**src/rtl/lgts_pkg.sv**
```systemverilog
// ----------------------------------------------------------------------------
// lgts_pkg
// Shared types, register map and constants of the LDA Gibbs topic sampler.
// ----------------------------------------------------------------------------
`default_nettype none

package lgts_pkg;

  // default sizing of the count tables
  localparam int MaxTopicsDefault     = 64;
  localparam int MaxVocabularyDefault = 4096;
  localparam int WordCountBitsDefault = 24;

  // weights and cumulative sums are Q16.16 held in 48 bits
  localparam int WeightBits = 48;
  localparam int DivBits    = 49;   // width of the Q16.16 divisor
  localparam int VbBits     = 45;   // vocabulary times beta

  localparam logic [WeightBits-1:0] WeightMax = '1;

  // configuration reset values
  localparam logic [31:0] AlphaReset = 32'd65536;
  localparam logic [31:0] BetaReset  = 32'd6554;
  localparam logic [6:0]  TopicsReset = 7'd64;
  localparam logic [12:0] VocabReset  = 13'd4096;

  // request kinds
  localparam logic [1:0] REQ_SEED     = 2'd0;
  localparam logic [1:0] REQ_CLEAR    = 2'd1;
  localparam logic [1:0] REQ_ADD      = 2'd2;
  localparam logic [1:0] REQ_RESAMPLE = 2'd3;

  // register indexes (byte address / 4)
  localparam logic [2:0] REG_ALPHA  = 3'd0;
  localparam logic [2:0] REG_BETA   = 3'd1;
  localparam logic [2:0] REG_TOPICS = 3'd2;
  localparam logic [2:0] REG_VOCAB  = 3'd3;
  localparam logic [2:0] REG_UPDATE = 3'd4;

  typedef struct packed {
    logic [1:0]  req_type;
    logic [11:0] word;
    logic [5:0]  current_topic;
    logic [31:0] random_fraction;
  } req_t;

  typedef struct packed {
    logic [5:0] chosen_topic;
    logic       count_saturated;
  } rsp_t;

  // write strobes and clear request towards the count store
  typedef struct packed {
    logic we_word;
    logic we_glob;
    logic we_doc;
    logic doc_clear;
  } cnt_ctl_t;

  // width of (nwk << 16) + beta
  function automatic int a_bits(input int wcb);
    return (wcb + 16 > 32) ? wcb + 17 : 33;
  endfunction

endpackage

`default_nettype wire

```
**src/rtl/lgts_weight_unit.sv**
```systemverilog
// ----------------------------------------------------------------------------
// lgts_weight_unit
// floor(A*B/D) saturated to 48 bits: three-step multiply, then a restoring
// divide producing one quotient bit per cycle.
// ----------------------------------------------------------------------------
`default_nettype none

module lgts_weight_unit
  import lgts_pkg::*;
#(
  parameter int WORD_COUNT_BITS = WordCountBitsDefault
) (
  input  wire logic                               clk,
  input  wire logic                               rst,
  input  wire logic                               start,
  input  wire logic [a_bits(WORD_COUNT_BITS)-1:0] a,
  input  wire logic [32:0]                        b,
  input  wire logic [DivBits-1:0]                 d,
  output logic                                    busy,
  output logic                                    done,
  output logic      [WeightBits-1:0]              weight
);

  localparam int A_BITS = a_bits(WORD_COUNT_BITS);
  localparam int AH     = A_BITS - 32;
  localparam int P_BITS = A_BITS + 33;

  typedef enum logic [4:0] {
    W_IDLE = 5'b00001,
    W_M1   = 5'b00010,
    W_M2   = 5'b00100,
    W_CHK  = 5'b01000,
    W_DIV  = 5'b10000
  } wstate_t;

  wstate_t               state;
  logic [A_BITS-1:0]     a_r;
  logic [32:0]           b_r;
  logic [DivBits-1:0]    d_r;
  logic [P_BITS-1:0]     acc;
  logic [DivBits-1:0]    rem;
  logic [WeightBits-1:0] low_sh;
  logic [WeightBits-1:0] quo;
  logic [5:0]            cnt;

  logic [DivBits:0]      r2;
  logic                  ge;
  logic [P_BITS-1:0]     part_hi;
  logic                  over;

  assign busy = state != W_IDLE;

  always_comb begin
    r2      = {rem, low_sh[WeightBits-1]};
    ge      = r2 >= {1'b0, d_r};
    part_hi = P_BITS'({{(64-AH){1'b0}}, a_r[A_BITS-1:32]} * {32'd0, b_r[31:0]}) << 32;
    over    = (DivBits + 1)'(acc[P_BITS-1:WeightBits]) >= {1'b0, d_r};
  end

  always_ff @(posedge clk) begin
    if (rst) begin
      state <= W_IDLE;
      done  <= 1'b0;
    end else begin
      done <= 1'b0;
      unique case (state)
        W_IDLE: begin
          if (start) begin
            a_r   <= a;
            b_r   <= b;
            d_r   <= d;
            acc   <= P_BITS'({32'd0, a[31:0]} * {32'd0, b[31:0]});
            state <= W_M1;
          end
        end
        W_M1: begin
          acc   <= acc + part_hi;
          state <= W_M2;
        end
        W_M2: begin
          if (b_r[32]) begin
            acc <= acc + (P_BITS'(a_r) << 32);
          end
          state <= W_CHK;
        end
        W_CHK: begin
          if (over) begin
            weight <= WeightMax;
            done   <= 1'b1;
            state  <= W_IDLE;
          end else begin
            rem    <= DivBits'(acc[P_BITS-1:WeightBits]);
            low_sh <= acc[WeightBits-1:0];
            quo    <= '0;
            cnt    <= 6'(WeightBits - 1);
            state  <= W_DIV;
          end
        end
        W_DIV: begin
          // one restoring step per cycle
          rem    <= ge ? DivBits'(r2 - {1'b0, d_r}) : DivBits'(r2);
          low_sh <= low_sh << 1;
          quo    <= {quo[WeightBits-2:0], ge};
          if (cnt == '0) begin
            weight <= {quo[WeightBits-2:0], ge};
            done   <= 1'b1;
            state  <= W_IDLE;
          end else begin
            cnt <= cnt - 1'b1;
          end
        end
        default: state <= W_IDLE;
      endcase
    end
  end

`ifndef NO_ASSERTIONS
  a_start_idle: assert property (@(posedge clk) disable iff (rst)
    start |-> state == W_IDLE)
    else $error("weight unit started while busy");
`endif

endmodule

`default_nettype wire

```
**config.mk**
```make
export PLATFORM = sky130hd
export DESIGN_NAME = lgts_weight_unit
export DESIGN_NICKNAME = d
export VERILOG_FILES = /design/src/rtl/lgts_pkg.sv /design/src/rtl/lgts_weight_unit.sv
export SDC_FILE = /design/constraint.sdc
export NUM_CORES = 2
export LEC_CHECK = 0
export ABC_AREA = 1
export CAP_MARGIN = 10
export CORE_ASPECT_RATIO = 1.75
export CORE_MARGIN = 2
export CORE_UTILIZATION = 60
export CTS_CLUSTER_DIAMETER = 80
export DETAILED_ROUTE_END_ITERATION = 10
export DONT_BUFFER_PORTS = 1
export HOLD_SLACK_MARGIN = 0.15
export PLACE_DENSITY = 0.77
export SYNTH_ARGS = -nofsm -noshare
export SYNTH_HDL_FRONTEND = slang
export SYNTH_SLANG_ARGS = --single-unit
```
**constraint.sdc**
```tcl
create_clock -name clk -period 21.3 [get_ports clk]
set_input_delay 1.065 -clock clk [delete_from_list [all_inputs] [get_ports clk]]
set_output_delay 1.065 -clock clk [all_outputs]
set_load 0.1 [all_outputs]
```
# Word-level counts from Yosys, hierarchy flattened

Cells that the tools add are included.

Output and inout port bits: 50
Input bits: 126
Register bits after elaboration: 401
Word-level logic and storage cells: 64

Add/subtract/negate cells: 4
Equality and inequality tests: 12
Mux-type cells: 23
Reduce and logical (&&, ||, !) cells: 9
$lt $le $gt $ge: 2
Multipliers: 2
Bitwise gates (word level): 1

Operators by type and width:

| kind                                                               | number |
|---|---|
| 74-bit one-hot mux with 3 select lines                             | 1 |
| 48-bit one-hot mux with 2 select lines                             | 2 |
| 74-bit by 73-bit adder with 74-bit output                          | 2 |
| 74-bit 2-to-1 mux                                                  | 2 |
| 48-bit 2-to-1 mux                                                  | 3 |
| 49-bit 2-to-1 mux                                                  | 2 |
| 49-bit one-hot mux with 2 select lines                             | 1 |
| 47-bit one-hot mux with 2 select lines                             | 1 |
| 32-bit by 32-bit multiplier with 64-bit output                     | 1 |
| 50-bit by 49-bit >= comparator with 1-bit output                   | 1 |
| 26-bit by 49-bit >= comparator with 1-bit output                   | 1 |
| 49-bit subtractor                                                  | 1 |
| 47-bit 2-to-1 mux                                                  | 1 |
| 9-bit by 32-bit multiplier with 41-bit output                      | 1 |
| 5-bit one-hot mux with 5 select lines                              | 1 |
| 5-bit 2-to-1 mux                                                   | 3 |
| 6-bit 2-to-1 mux                                                   | 2 |
| 2-bit != test, second input constant                               | 6 |
| 6-bit one-hot mux with 2 select lines                              | 1 |
| 4-bit AND reduction                                                | 3 |
| 6-bit zero test                                                    | 1 |
| 3-bit AND reduction                                                | 2 |
| 6-bit by 1-bit subtractor with 6-bit output, second input constant | 1 |
| 5-bit by 1-bit == test with 1-bit output, second input constant    | 1 |
| 11 further kinds                                                   | 12 |

# Longest topological paths before layout

Word-level depth: 3
Depth in mapped cells: 37
Gate-level depth less buffers: 35

# Worst setup path after synthesis

Ideal clock, no wire load.

Path kind: register to register
Start: register acc[52]
End: register low_sh[0] (enable)
Buffers on the path: 0
Clock period less this slack: 12,478 ps
Slack: 8,822 ps
Library setup time: 868 ps
Data required time: 20,432 ps
Arrival: 11,610 ps
Cell stages (with the launch flop): 10
Cells stage by stage: edfxtp_1 -> ha_1 -> a21o_1 -> o21ai_0 -> nand3_1 -> nand2_1 -> nand2_1 -> nand2_1 -> nand3_1 -> a21boi_0

Longest elaborated chain between the ends: 3

RTL lines:

| what                                             | line                    | RTL |
|---|---|---|
| from (decl)                                      | lgts_weight_unit.sv:40  | `logic [P_BITS-1:0] acc;` |
| from (signal assigned)                           | lgts_weight_unit.sv:72  | `acc <= P_BITS'({32'd0, a[31:0]} * {32'd0, b[31:0]});` |
| from (signal assigned)                           | lgts_weight_unit.sv:77  | `acc <= acc + part_hi;` |
| from (signal assigned)                           | lgts_weight_unit.sv:82  | `acc <= acc + (P_BITS'(a_r) << 32);` |
| 26-bit by 49-bit >= comparator with 1-bit output | lgts_weight_unit.sv:57  | `over = (DivBits + 1)'(acc[P_BITS-1:WeightBits]) >= {1'b0, d_r};` |
| 2-bit != test (no source line)                   | n/a                     |  |
| 3-bit AND reduction (no source line)             | n/a                     |  |
| to (signal assigned)                             | lgts_weight_unit.sv:93  | `low_sh <= acc[WeightBits-1:0];` |
| to (signal assigned)                             | lgts_weight_unit.sv:102 | `low_sh <= low_sh << 1;` |
| to (decl)                                        | lgts_weight_unit.sv:42  | `logic [WeightBits-1:0] low_sh;` |

No other way between the ends.
A chain may end at the register's enable or synchronous reset.

# Final worst setup path

Start: input a[20]
End: register acc[52], data pin

Longest elaborated chain between the ends: 3

RTL lines:

| what                                           | line                   | RTL |
|---|---|---|
| from (decl)                                    | lgts_weight_unit.sv:16 | `input wire logic [a_bits(WORD_COUNT_BITS)-1:0] a,` |
| 32-bit by 32-bit multiplier with 64-bit output | lgts_weight_unit.sv:72 |  |
| 74-bit 2-to-1 mux                              | lgts_weight_unit.sv:68 | `if (start) begin` |
| 74-bit one-hot mux with 3 select lines         | lgts_weight_unit.sv:66 | `unique case (state)` |

No other way between the ends. The select of a mux whose other input is x is not followed.

==> reports/metrics.yaml <==
ys_seq_area_frac: 0.174
fin_util: 0.625
cts_resized: 0
fin_crit_ns: 8.27
hold_viol_final: 0
holdBufCountCts: 0
post-cts-setup-buffers: 0
row_count: 164
fin_crit_sh: 0.388
dr.pass1.iters: 11
cap_violations: 0
avgSynthCellArea_um2: 7.49
io_buffers: 0
drt_iter0_drc: 5242
tritoncts: "built"
area_growth_pct: 3.38
num_io_pins: 176
crit_path_cell_trace: "nand2_1, inv_1, fa_1, fa_1, inv_1, fa_1, fa_1, inv_1, fa_1, fa_1, fa_1, fa_1, ha_1, nand2_1, nor3_1, nand2_1, nand3_1, nand2_1, nand3_1, nand2_1, nand3_1, nand2_1"
antenna_found_initial: 14
wl_um: 259000
outcome: "finished with violations"
synth_edf_count: 395
via_per_inst: 5.68
synthDistinctLibCells: 44
grt_max_degree: 110
finalSetupTns_ns: 0
ys_seq_elements: 401
cts.sinks: 401
coreArea_um2: 114000
crit_family: "adder cells"
synthArstFlopShare: 0
clock_latency_ns: 0.67
path_clk_slew_ns: 0.07
synth_area_um2: 68900
dp_hpwl_um: 205000
cts_max_path_buffers: 3
start_util: 0.604
grt-ovfl-total: 0
max_stage_delay_ns: 0.94
drc_errors: 2
critPathKind: "primary input to flip-flop"
synthFlopType: "edfxtp_1"
avgRoutedWirePerCell_um: 24.8
timing.critical_path.required_ns: 21.68
clk_root_buffer_cell: "clkbuf_16"
grt_pass1_wl_um: 392000
drive_above_1_share: 0.0197
grt_pass1_vias: 64600
cts-htree-levels: 2
violations: "DRC"
endpoint_kind: "flip-flop"
syn_nets: 10900
synth_top_area_frac: 0.322
finalNetCount: 10600
hp-class: "primary input to flip-flop"
crit_path_start_kind: "primary input"
crit_buf_inv: 3
fin_skew_ns: 0.0493
worstPathMaxFanout: 33
cts_buffers: 41
die_width_um: 260
die_height_um: 452
cp_common_cell: "fa_1"
grt_usage: 0.458
die-area_um2: 118000
synthCells: 9201
rsz0062_at_grt: "no"
synthTopCellsByArea: "fa_1 32%, edfxtp_1 17%, nand2_1 16%"
max_freq_mhz: 121
synth_top_area_cell: "fa_1"
finalMaxSlewViolations: 0
gp_congestion: 1.12
setup_viol: 0
num_vias: 59600
slew-limit-headroom: 0.0666
worst_pin_slew_ns: 1.39
synth-warning-count: 0
critical_path_arrival_ns: 8.65
detail-route-antenna-nets: 0
cp_slowest_cell: "nor3_1"
layout by cell type, fill, tap and decap left out, drive strengths merged:
cell | netlist | routed
nor4 | 5 | 5
o211ai | 1 | 1
nor2 | 441 | 441
nand3 | 287 | 287
ha | 445 | 445
nor3 | 32 | 32
edfxtp | 395 | 395
a31oi | 1 | 1
buf | 35 | 28
or2 | 7 | 7
bufinv | 0 | 5
o21bai | 22 | 22
nand3b | 41 | 41
nand2 | 2940 | 2940
fa | 1109 | 1109
clkbuf | 295 | 46
o22ai | 2 | 2
xnor2 | 14 | 14
clkinv | 2 | 18
dfxtp | 6 | 6
diode | 0 | 11
clkinvlp | 0 | 3
nand4 | 95 | 95
inv | 2564 | 2570
a21oi | 253 | 253
a21boi | 4 | 4
o21ai | 143 | 143
and2 | 5 | 5
o21a | 15 | 15
a21o | 5 | 5
and3 | 1 | 1
xor2 | 36 | 36
stage by stage:
stage	worst slack (ns)	cells	area [um^2]	hold WS, ns
floorplan	8.82	9201	68900	0.476
global placement	12.66	10400	69800	0.488
detailed placement	12.69	10400	69800	0.492
CTS	13.34	10500	71200	0.477
global route	12.92	10500	71300	0.487
finish	13.03	10500	71300	0.492
Yosys cell counts (15+ instances only):
cell / number
nand3_1: 273
o21bai_1: 22
xor2_1: 36
inv_2: 23
a21oi_1: 253
fa_1: 1109
nand3b_1: 41
clkbuf_1: 295
inv_1: 2541
nand4_1: 95
nor3_1: 30
o21ai_0: 141
ha_1: 445
nor2_1: 429
nand2_1: 2929
o21a_1: 15
buf_1: 16
buf_2: 17
edfxtp_1: 395
routing by layer:
layer / vias up / routed length, um / GRT usage / share of wire
met5: - / 26 / 0 / 0.00010
met4: 4 / 38200 / 0.509 / 0.15
met3: 1565 / 20600 / 0.105 / 0.080
met2: 3245 / 128000 / 0.787 / 0.49
met1: 28600 / 73000 / 0.418 / 0.28
li1: 26200 / - / - / -
worst register-to-register path, stage by stage, from the launching register on:
cell and delay [ns]:
edfxtp_1 0.34, buf_4 0.48, nand2_1 0.19, fa_1 0.57
inv_1 0.05, ha_1 0.28, ha_1 0.43, inv_1 0.09
fa_1 0.49, inv_1 0.05, ha_1 0.31, fa_1 0.54
nand2_1 0.10, nand3_1 0.06, o21ai_1 0.26, o21ai_0 0.30
o21ai_0 0.21, a21oi_1 0.09, nor2_1 1.06, ha_1 0.50
a21oi_1 0.29, o21ai_0 0.16, a21oi_1 0.51, o21bai_1 0.19
inv_1 0.10, nand3b_1 0.08, nand3_1 0.17, nand2_1 0.07
cells by family (layout without fill, tap and decap cells):
| family | after synthesis | in the layout | synth area share |
|---|---|---|---|
| flip-flops | 401 | 401 | 0.174 |
| other | 0 | 11 | 0 |
| AND/OR/NAND/NOR | 3854 | 3854 | 0.225 |
| XOR/XNOR | 50 | 50 | 0.00635 |
| AO/OA/AOI/OAI | 446 | 446 | 0.0341 |
| adder cells (fa/ha/maj) | 1554 | 1554 | 0.403 |
| buffers and inverters | 2896 | 2670 | 0.158 |
registers in the layout, indices dropped and copies added (netlist names), 5 cells and up:
name	cells
a_r	41
b_r	33
cnt	6
low_sh	48
d_r	49
quo	47
rem	49
weight	48
acc	74
state	5
path summary, 6_finish.rpt:
kind | startpoint | to | slack (ns) | cells after the start
worst max-delay path | a[20] | acc[52] | 13.03 | 22
worst min-delay path | a[36] | a_r[36] | 0.49 | 0
worst max register to register | a_r[32] | acc[57] | 13.07 | 27
worst min register to register | quo[46] | weight[47] | 0.50 | 1
layout make-up:
type / count / area (um^2)
multi-input combinational: 5904 / 46100
clock buffer: 46 / 1060
tap: 1494 / 1870
timing repair buffer: 28 / 215
clock inverter: 30 / 379
inverter: 2566 / 9640
sequential: 401 / 12000
fill: 10300 / 42800
antenna: 11 / 27.5
Power is not shown: default switching activity piles up to over one toggle a cycle in this logic, so the estimate is an artifact.
